==> src/rtl/plist_pkg.sv <==
// shared types, codes and defaults for the positional list
`default_nettype none

package plist_pkg;

    localparam int CAPACITY_DEF   = 64;
    localparam int ENTRY_BITS_DEF = 16;

    // widths of the port fields
    localparam int CMD_W    = 1;
    localparam int WHERE_W  = 2;
    localparam int POS_W    = 7;
    localparam int HANDLE_W = 16;
    localparam int STATUS_W = 2;
    localparam int COUNT_W  = 7;

    typedef enum logic [CMD_W-1:0] {
        CMD_INSERT = 1'b0,
        CMD_REMOVE = 1'b1
    } cmd_t;

    typedef enum logic [WHERE_W-1:0] {
        WHERE_HEAD = 2'd0,
        WHERE_TAIL = 2'd1,
        WHERE_POS  = 2'd2
    } where_t;

    typedef enum logic [STATUS_W-1:0] {
        ST_DONE  = 2'd0,
        ST_RANGE = 2'd1,
        ST_FULL  = 2'd2
    } status_t;

    // per-cycle shift command broadcast to the row of cells
    typedef struct packed {
        logic ins;
        logic rem;
    } plist_ctl_t;

    // outcome of decoding one command against the current count
    typedef struct packed {
        status_t status;
        logic    ins;
        logic    rem;
    } plist_dec_t;

endpackage

`default_nettype wire

==> src/rtl/plist_cell.sv <==
// one list slot: holds an entry and shifts toward head or tail
`default_nettype none

module plist_cell #(
    parameter int ENTRY_BITS = plist_pkg::ENTRY_BITS_DEF,
    parameter int IDX_W      = 7,
    parameter int INDEX      = 0
) (
    input  wire                     clk,
    input  wire plist_pkg::plist_ctl_t ctl,
    input  wire  [IDX_W-1:0]        pos,
    input  wire  [ENTRY_BITS-1:0]   entry,
    input  wire  [ENTRY_BITS-1:0]   left_data,
    input  wire  [ENTRY_BITS-1:0]   right_data,
    output logic [ENTRY_BITS-1:0]   data,
    output logic [ENTRY_BITS-1:0]   pick
);

    localparam logic [IDX_W-1:0] MY_IDX = IDX_W'(INDEX);

    logic [ENTRY_BITS-1:0] data_reg;
    logic [ENTRY_BITS-1:0] data_next;
    logic                  at_pos;
    logic                  past_pos;

    assign at_pos   = (MY_IDX == pos);
    assign past_pos = (MY_IDX > pos);

    always_comb
    begin
        data_next = data_reg;
        if (ctl.ins)
        begin
            if (at_pos)
                data_next = entry;
            else if (past_pos)
                data_next = left_data;
        end
        else if (ctl.rem)
        begin
            if (at_pos || past_pos)
                data_next = right_data;
        end
    end

    always_ff @(posedge clk)
    begin
        data_reg <= data_next;
    end

    assign data = data_reg;
    // only the addressed slot puts its word on the pick bus
    assign pick = at_pos ? data_reg : '0;

endmodule

`default_nettype wire

==> src/rtl/plist_decode.sv <==
// command decode: range and full checks, target position
`default_nettype none

module plist_decode #(
    parameter int CAPACITY = plist_pkg::CAPACITY_DEF,
    parameter int CNT_W    = $clog2(CAPACITY + 1)
) (
    input  wire  [plist_pkg::CMD_W-1:0]   cmd,
    input  wire  [plist_pkg::WHERE_W-1:0] where,
    input  wire  [plist_pkg::POS_W-1:0]   position,
    input  wire  [CNT_W-1:0]              count,
    output plist_pkg::plist_dec_t         dec,
    output logic [CNT_W-1:0]              pos
);

    localparam int CMP_W = (CNT_W > plist_pkg::POS_W) ? CNT_W : plist_pkg::POS_W;
    localparam logic [CNT_W-1:0] FULL_CNT = CNT_W'(CAPACITY);

    logic [CMP_W-1:0] pos_ext;
    logic [CMP_W-1:0] cnt_ext;
    logic             in_range;

    assign pos_ext = CMP_W'(position);
    assign cnt_ext = CMP_W'(count);

    always_comb
    begin
        dec.status = plist_pkg::ST_RANGE;
        dec.ins    = 1'b0;
        dec.rem    = 1'b0;
        pos        = '0;
        in_range   = 1'b0;
        if (plist_pkg::cmd_t'(cmd) == plist_pkg::CMD_INSERT)
        begin
            case (plist_pkg::where_t'(where))
                plist_pkg::WHERE_HEAD:
                begin
                    in_range = 1'b1;
                    pos      = '0;
                end
                plist_pkg::WHERE_TAIL:
                begin
                    in_range = 1'b1;
                    pos      = count;
                end
                plist_pkg::WHERE_POS:
                begin
                    in_range = (pos_ext <= cnt_ext);
                    pos      = CNT_W'(position);
                end
                default:
                begin
                    in_range = 1'b0;
                end
            endcase
            // range check wins over the full check
            if (in_range)
            begin
                if (count == FULL_CNT)
                    dec.status = plist_pkg::ST_FULL;
                else
                begin
                    dec.status = plist_pkg::ST_DONE;
                    dec.ins    = 1'b1;
                end
            end
        end
        else if (count != '0)
        begin
            case (plist_pkg::where_t'(where))
                plist_pkg::WHERE_HEAD:
                begin
                    in_range = 1'b1;
                    pos      = '0;
                end
                plist_pkg::WHERE_TAIL:
                begin
                    in_range = 1'b1;
                    pos      = count - CNT_W'(1);
                end
                plist_pkg::WHERE_POS:
                begin
                    in_range = (pos_ext < cnt_ext);
                    pos      = CNT_W'(position);
                end
                default:
                begin
                    in_range = 1'b0;
                end
            endcase
            if (in_range)
            begin
                dec.status = plist_pkg::ST_DONE;
                dec.rem    = 1'b1;
            end
        end
    end

endmodule

`default_nettype wire

==> src/rtl/positional_list_insert_remove.sv <==
// a result word is registered and appears in the cycle after its command word is accepted
// throughput: one command per cycle while in_stall is low; every cell at or past the target shifts in the same cycle
// a held result stalls input only while out_stall keeps the output register full
// reset clears the entry count and output valid; cell contents are not cleared
// and are read only below the count
`default_nettype none

module positional_list_insert_remove #(
    parameter int CAPACITY   = plist_pkg::CAPACITY_DEF,
    parameter int ENTRY_BITS = plist_pkg::ENTRY_BITS_DEF
) (
    input  wire                               clk,
    input  wire                               rst_n,
    input  wire                               in_valid,
    output logic                              in_stall,
    input  wire  [plist_pkg::CMD_W-1:0]       cmd,
    input  wire  [plist_pkg::WHERE_W-1:0]     where,
    input  wire  [plist_pkg::POS_W-1:0]       position,
    input  wire  [plist_pkg::HANDLE_W-1:0]    entry_in,
    output logic                              out_valid,
    input  wire                               out_stall,
    output logic [plist_pkg::STATUS_W-1:0]    status,
    output logic [plist_pkg::HANDLE_W-1:0]    removed_entry,
    output logic [plist_pkg::COUNT_W-1:0]     count
);

    localparam int CNT_W = $clog2(CAPACITY + 1);

    logic                 accept;
    plist_pkg::plist_dec_t dec;
    plist_pkg::plist_ctl_t ctl;
    logic [CNT_W-1:0]     pos;
    logic [ENTRY_BITS-1:0] entry;

    logic [CNT_W-1:0]     count_reg;
    logic [CNT_W-1:0]     count_next;

    logic                              out_valid_reg;
    logic                              out_valid_next;
    logic [plist_pkg::STATUS_W-1:0]    status_reg;
    logic [plist_pkg::HANDLE_W-1:0]    removed_reg;
    logic [plist_pkg::COUNT_W-1:0]     count_out_reg;

    logic [ENTRY_BITS-1:0] cell_data [CAPACITY];
    logic [ENTRY_BITS-1:0] cell_pick [CAPACITY];
    logic [CAPACITY-1:0]   pick_col  [ENTRY_BITS];
    logic [ENTRY_BITS-1:0] pick_word;

    assign in_stall = out_valid_reg & out_stall;
    assign accept   = in_valid & ~in_stall;
    assign entry    = ENTRY_BITS'(entry_in);

    plist_decode #(
        .CAPACITY (CAPACITY),
        .CNT_W    (CNT_W)
    ) u_decode (
        .cmd      (cmd),
        .where    (where),
        .position (position),
        .count    (count_reg),
        .dec      (dec),
        .pos      (pos)
    );

    assign ctl.ins = accept & dec.ins;
    assign ctl.rem = accept & dec.rem;

    genvar gi, gb;
    generate
        for (gi = 0; gi < CAPACITY; gi++)
        begin : g_cell
            logic [ENTRY_BITS-1:0] left_data;
            logic [ENTRY_BITS-1:0] right_data;

            if (gi == 0)
            begin : g_first
                assign left_data = '0;
            end
            else
            begin : g_mid_l
                assign left_data = cell_data[gi-1];
            end

            if (gi == CAPACITY - 1)
            begin : g_last
                assign right_data = '0;
            end
            else
            begin : g_mid_r
                assign right_data = cell_data[gi+1];
            end

            plist_cell #(
                .ENTRY_BITS (ENTRY_BITS),
                .IDX_W      (CNT_W),
                .INDEX      (gi)
            ) u_cell (
                .clk        (clk),
                .ctl        (ctl),
                .pos        (pos),
                .entry      (entry),
                .left_data  (left_data),
                .right_data (right_data),
                .data       (cell_data[gi]),
                .pick       (cell_pick[gi])
            );

            for (gb = 0; gb < ENTRY_BITS; gb++)
            begin : g_col
                assign pick_col[gb][gi] = cell_pick[gi][gb];
            end
        end

        // one-hot pick bus: at most one cell drives nonzero
        for (gb = 0; gb < ENTRY_BITS; gb++)
        begin : g_pick
            assign pick_word[gb] = |pick_col[gb];
        end
    endgenerate

    always_comb
    begin
        count_next = count_reg;
        if (ctl.ins)
            count_next = count_reg + CNT_W'(1);
        else if (ctl.rem)
            count_next = count_reg - CNT_W'(1);
    end

    assign out_valid_next = accept | (out_valid_reg & out_stall);

    always_ff @(posedge clk or negedge rst_n)
    begin
        if (!rst_n)
        begin
            count_reg     <= '0;
            out_valid_reg <= 1'b0;
        end
        else
        begin
            count_reg     <= count_next;
            out_valid_reg <= out_valid_next;
        end
    end

    always_ff @(posedge clk)
    begin
        if (accept)
        begin
            status_reg    <= dec.status;
            removed_reg   <= dec.rem ? plist_pkg::HANDLE_W'(pick_word) : '0;
            count_out_reg <= plist_pkg::COUNT_W'(count_next);
        end
    end

    assign out_valid     = out_valid_reg;
    assign status        = status_reg;
    assign removed_entry = removed_reg;
    assign count         = count_out_reg;

endmodule

`default_nettype wire

==> config.mk <==
export PLATFORM = sky130hd
export DESIGN_NAME = positional_list_insert_remove
export DESIGN_NICKNAME = d
export VERILOG_FILES = /design/src/rtl/plist_pkg.sv /design/src/rtl/plist_cell.sv /design/src/rtl/plist_decode.sv /design/src/rtl/positional_list_insert_remove.sv
export SDC_FILE = /design/constraint.sdc
export NUM_CORES = 2
export LEC_CHECK = 0
export ABC_AREA = 1
export BUFFER_PORTS_ARGS = -buffer_cell sky130_fd_sc_hd__buf_2
export CAP_MARGIN = 20
export CORE_MARGIN = 8
export CORE_UTILIZATION = 55
export CTS_CLUSTER_SIZE = 28
export DETAILED_ROUTE_END_ITERATION = 8
export PLACE_DENSITY = 0.71
export SLEW_MARGIN = 5
export SYNTH_ARGS = -nofsm -noshare
export SYNTH_HDL_FRONTEND = slang
export SYNTH_HIERARCHICAL = 1
export SYNTH_SLANG_ARGS = --single-unit
==> constraint.sdc <==
create_clock -name clk -period 19.7 [get_ports clk]
set_input_delay 1.97 -clock clk [delete_from_list [all_inputs] [get_ports clk]]
set_output_delay 1.97 -clock clk [all_outputs]
set_load 0.05 [all_outputs]
==> impl_metrics.env <==
export IMPL_status="finished clean"
export IMPL_cts_setup_buffers=0
export IMPL_initial_utilization_pct=55.3
export IMPL_drc=0
export IMPL_syn_cell_area_mm2=0.0840
export IMPL_skew_ps=28.4
export IMPL_track_usage_pct=30.6
export IMPL_postRouteAntennaNets=0
export IMPL_whs_path_depth=2
export IMPL_gp_congestion=0.938
export IMPL_start_kind="primary input"
export IMPL_fmax_mhz=144
export IMPL_core_area_mm2=0.152
export IMPL_cts_htree_levels=4
export IMPL_synth_flop_cell="edfxtp_1"
export IMPL_die_area_mm2=0.165
export IMPL_cts_hold_buf=0
export IMPL_die_h_um=407
export IMPL_syn_to_final_growth_pct=5.06
export IMPL_final_common_cell="nand2_1"
export IMPL_cts_resized_gates=0
export IMPL_path_clk_slew_ps=60
export IMPL_worst_pin_slew_ps=1020
export IMPL_synth_enable_flop_cells=1049
export IMPL_arrival_ps=7370
export IMPL_rows=143
export IMPL_route_vias_total=78500
export IMPL_antenna_found_initial=3
export IMPL_power_density_mw_per_mm2=76.3
export IMPL_wirelength_um=260000
export IMPL_grt_pass1_wl_um=409000
export IMPL_slew_headroom_pct=32.0
export IMPL_grt_pass1_vias=74700
export IMPL_io_buffer_count=56
export IMPL_cts_tree="yes"
export IMPL_ys_ff_latch=1057
export IMPL_cpMaxStageDelayCell="nor3_4"
export IMPL_grt_setup_unrepaired="no"
export IMPL_hold_viol=0
export IMPL_cp_slowest_stage_delay_ps=790
export IMPL_drv_slew=0
export IMPL_largest_register_ffs=1024
export IMPL_worstPathMaxFanout=148
export IMPL_r2r_cells=15
export IMPL_yosysSeqAreaShare_pct=37.7
export IMPL_end_kind="register"
export IMPL_grt_overflow=0
export IMPL_hold_class="reg -> reg"
export IMPL_regArea_mm2=0.0317
export IMPL_placed_area_mm2=0.0841
export IMPL_min_period_ps=6950
export IMPL_fillers=14700
export IMPL_hp_start="out_valid"
export IMPL_rr_endpoint="g_cell[2].u_cell/data[1]"
export IMPL_critPathKind="in -> reg"
export IMPL_drt_first_pass_iters=9
export IMPL_period_share_pct=35.3
export IMPL_max_cap_violations=0
export IMPL_worst_ep_required_time_ps=20110
export IMPL_wire_per_inst_um=17.6
export IMPL_syn_area_per_cell_um2=6.56
export IMPL_fin_area_mm2=0.0882
export IMPL_cts_sinks=1057
export IMPL_final_nets=12700
export IMPL_first_iter_violations=8879
export IMPL_grt_max_degree=186
export IMPL_layout_drive_gt1_share_pct=7.15
export IMPL_die_x_um=407
export IMPL_numCtsBuffers=132
export IMPL_multi_input_area_mm2=0.0366
export IMPL_io_pins=57
export IMPL_ir_drop_mv=0.0891
export IMPL_layout_common_cells="nand2_1 (3510), inv_1 (3160), nand3_1 (1944)"
export IMPL_finalSetupViolCount=0
export IMPL_vias_per_cell=5.32
export IMPL_dp_hpwl_um=180000
export IMPL_syn_inst=12800
export IMPL_async_flop_share_pct=0.757
export IMPL_power_leakage_nw=49.3
export IMPL_hold_end="out_valid"
export IMPL_clock_latency_ps=790
export IMPL_r2r_setup_slack_ps=13490
export IMPL_ys_types=53
export IMPL_reg2reg_from="count_reg[6]"
export IMPL_tns_ps=0
export IMPL_cts_root_buf="clkbuf_16"
export IMPL_ctsLongestPathBuffers=3
export IMPL_crit_chain="buf_2 > inv_1 > ha_1 > nand3b_1 > nor2_1 > nand2_1 > nand3_1 > nand2_1 > nor2_1 > inv_2 > nor3_4 > buf_12 > buf_12 > buf_4 > o21ai_0 > a211oi_4"
export IMPL_yosys_warnings=6
through the flow:
stage | total power, W | hold WS [ps] | worst slack, ps | instances | util, %
4_1_cts | 0.00672 | 524 | 12660 | 14700 | 58.1
6_report | 0.00673 | 514 | 12750 | 14700 | 58.1
3_5_place_dp | 0.00436 | 510 | 11810 | 14500 | 55.4
3_3_place_gp | 0.00432 | 487 | 12040 | 14500 | 55.4
2_1_floorplan | 0.00394 | 520 | 11480 | 12800 | -
5_1_grt | 0.00700 | 543 | 12440 | 14700 | 58.1
report_power, final:
part / leakage (nW) / switching [W] / internal, W / total [W]
sequential: 9.72 / 0.000156 / 0.00272 / 0.00288
combinational: 37.6 / 0.00110 / 0.000373 / 0.00148
clock: 1.98 / 0.00102 / 0.00136 / 0.00238
total: 49.3 / 0.00228 / 0.00445 / 0.00673
critical path, delay by kind of cell:
| family | cells | cell delay (ps) |
|---|---|---|
| AO/OA/AOI/OAI | 2 | 1080 |
| adder cells (fa/ha/maj) | 1 | 330 |
| AND/OR/NAND/NOR | 7 | 1530 |
| buffers and inverters | 6 | 2150 |
metal layers:
layer  vias up  track usage [%]  wire [µm]
li1      38000                -          -
met1     36400             39.9     104000
met2      3503             50.7     122000
met3       592             5.15      23700
met4         2             12.0      10500
met5         -                0         13
logic make-up (layout without fill, tap and decap cells):
kind of cell             after synthesis  in the layout  share of synthesized area [%]
AND/OR/NAND/NOR                     7715           7715                           40.9
buffers and inverters               3749           3630                           19.0
flip-flops                          1057           1057                           37.7
AO/OA/AOI/OAI                        266            266                           2.06
adder cells (fa/ha/maj)               15             15                          0.223
XOR/XNOR                               2              2                         0.0209
other                                  1             34                        0.00447
cell usage after synthesis, types with 45 or more instances:
| cell | count | area share, % |
|---|---|---|
| inv_2 | 75 | 0.34 |
| edfxtp_1 | 1049 | 38 |
| buf_2 | 217 | 1.3 |
| buf_4 | 92 | 0.82 |
| nand4_1 | 55 | 0.41 |
| buf_6 | 153 | 2.1 |
| inv_1 | 3162 | 14 |
| nand2_2 | 146 | 1.1 |
| nor2_2 | 55 | 0.41 |
| nor2_1 | 1732 | 7.7 |
| nand3_1 | 1944 | 12 |
| o21ai_0 | 45 | 0.27 |
| a21oi_1 | 58 | 0.35 |
| nand2_4 | 51 | 0.68 |
| nand2_1 | 3512 | 16 |
| o21bai_1 | 76 | 0.68 |
| nor2_4 | 127 | 1.7 |
worst max-delay path by stage:
stage	end	slack [ps]	cells past startpoint	startpoint
6_report	g_cell[2].u_cell/data[1]	12750	16	where[0]
5_1_grt	g_cell[2].u_cell/data[1]	12440	16	where[0]
4_1_cts	g_cell[2].u_cell/data[1]	12660	16	where[0]
3_5_place_dp	g_cell[2].u_cell/data[1]	11810	16	where[0]
3_3_place_gp	g_cell[2].u_cell/data[13]	12040	16	where[0]
2_1_floorplan	g_cell[2].u_cell/data[0]	11480	6	where[0]
cell type report:
cell class                      instances  share of cell area, %
Clock inverter                         70                  0.638
Antenna cell                            2                0.00567
Tap cell                             2030                   2.88
Multi-Input combinational cell       8030                   41.4
Inverter                             3241                   13.8
Timing Repair Buffer                  157                   1.30
Sequential cell                      1057                   35.9
Clock buffer                          162                   3.99
(Power assumes the default switching activity.)
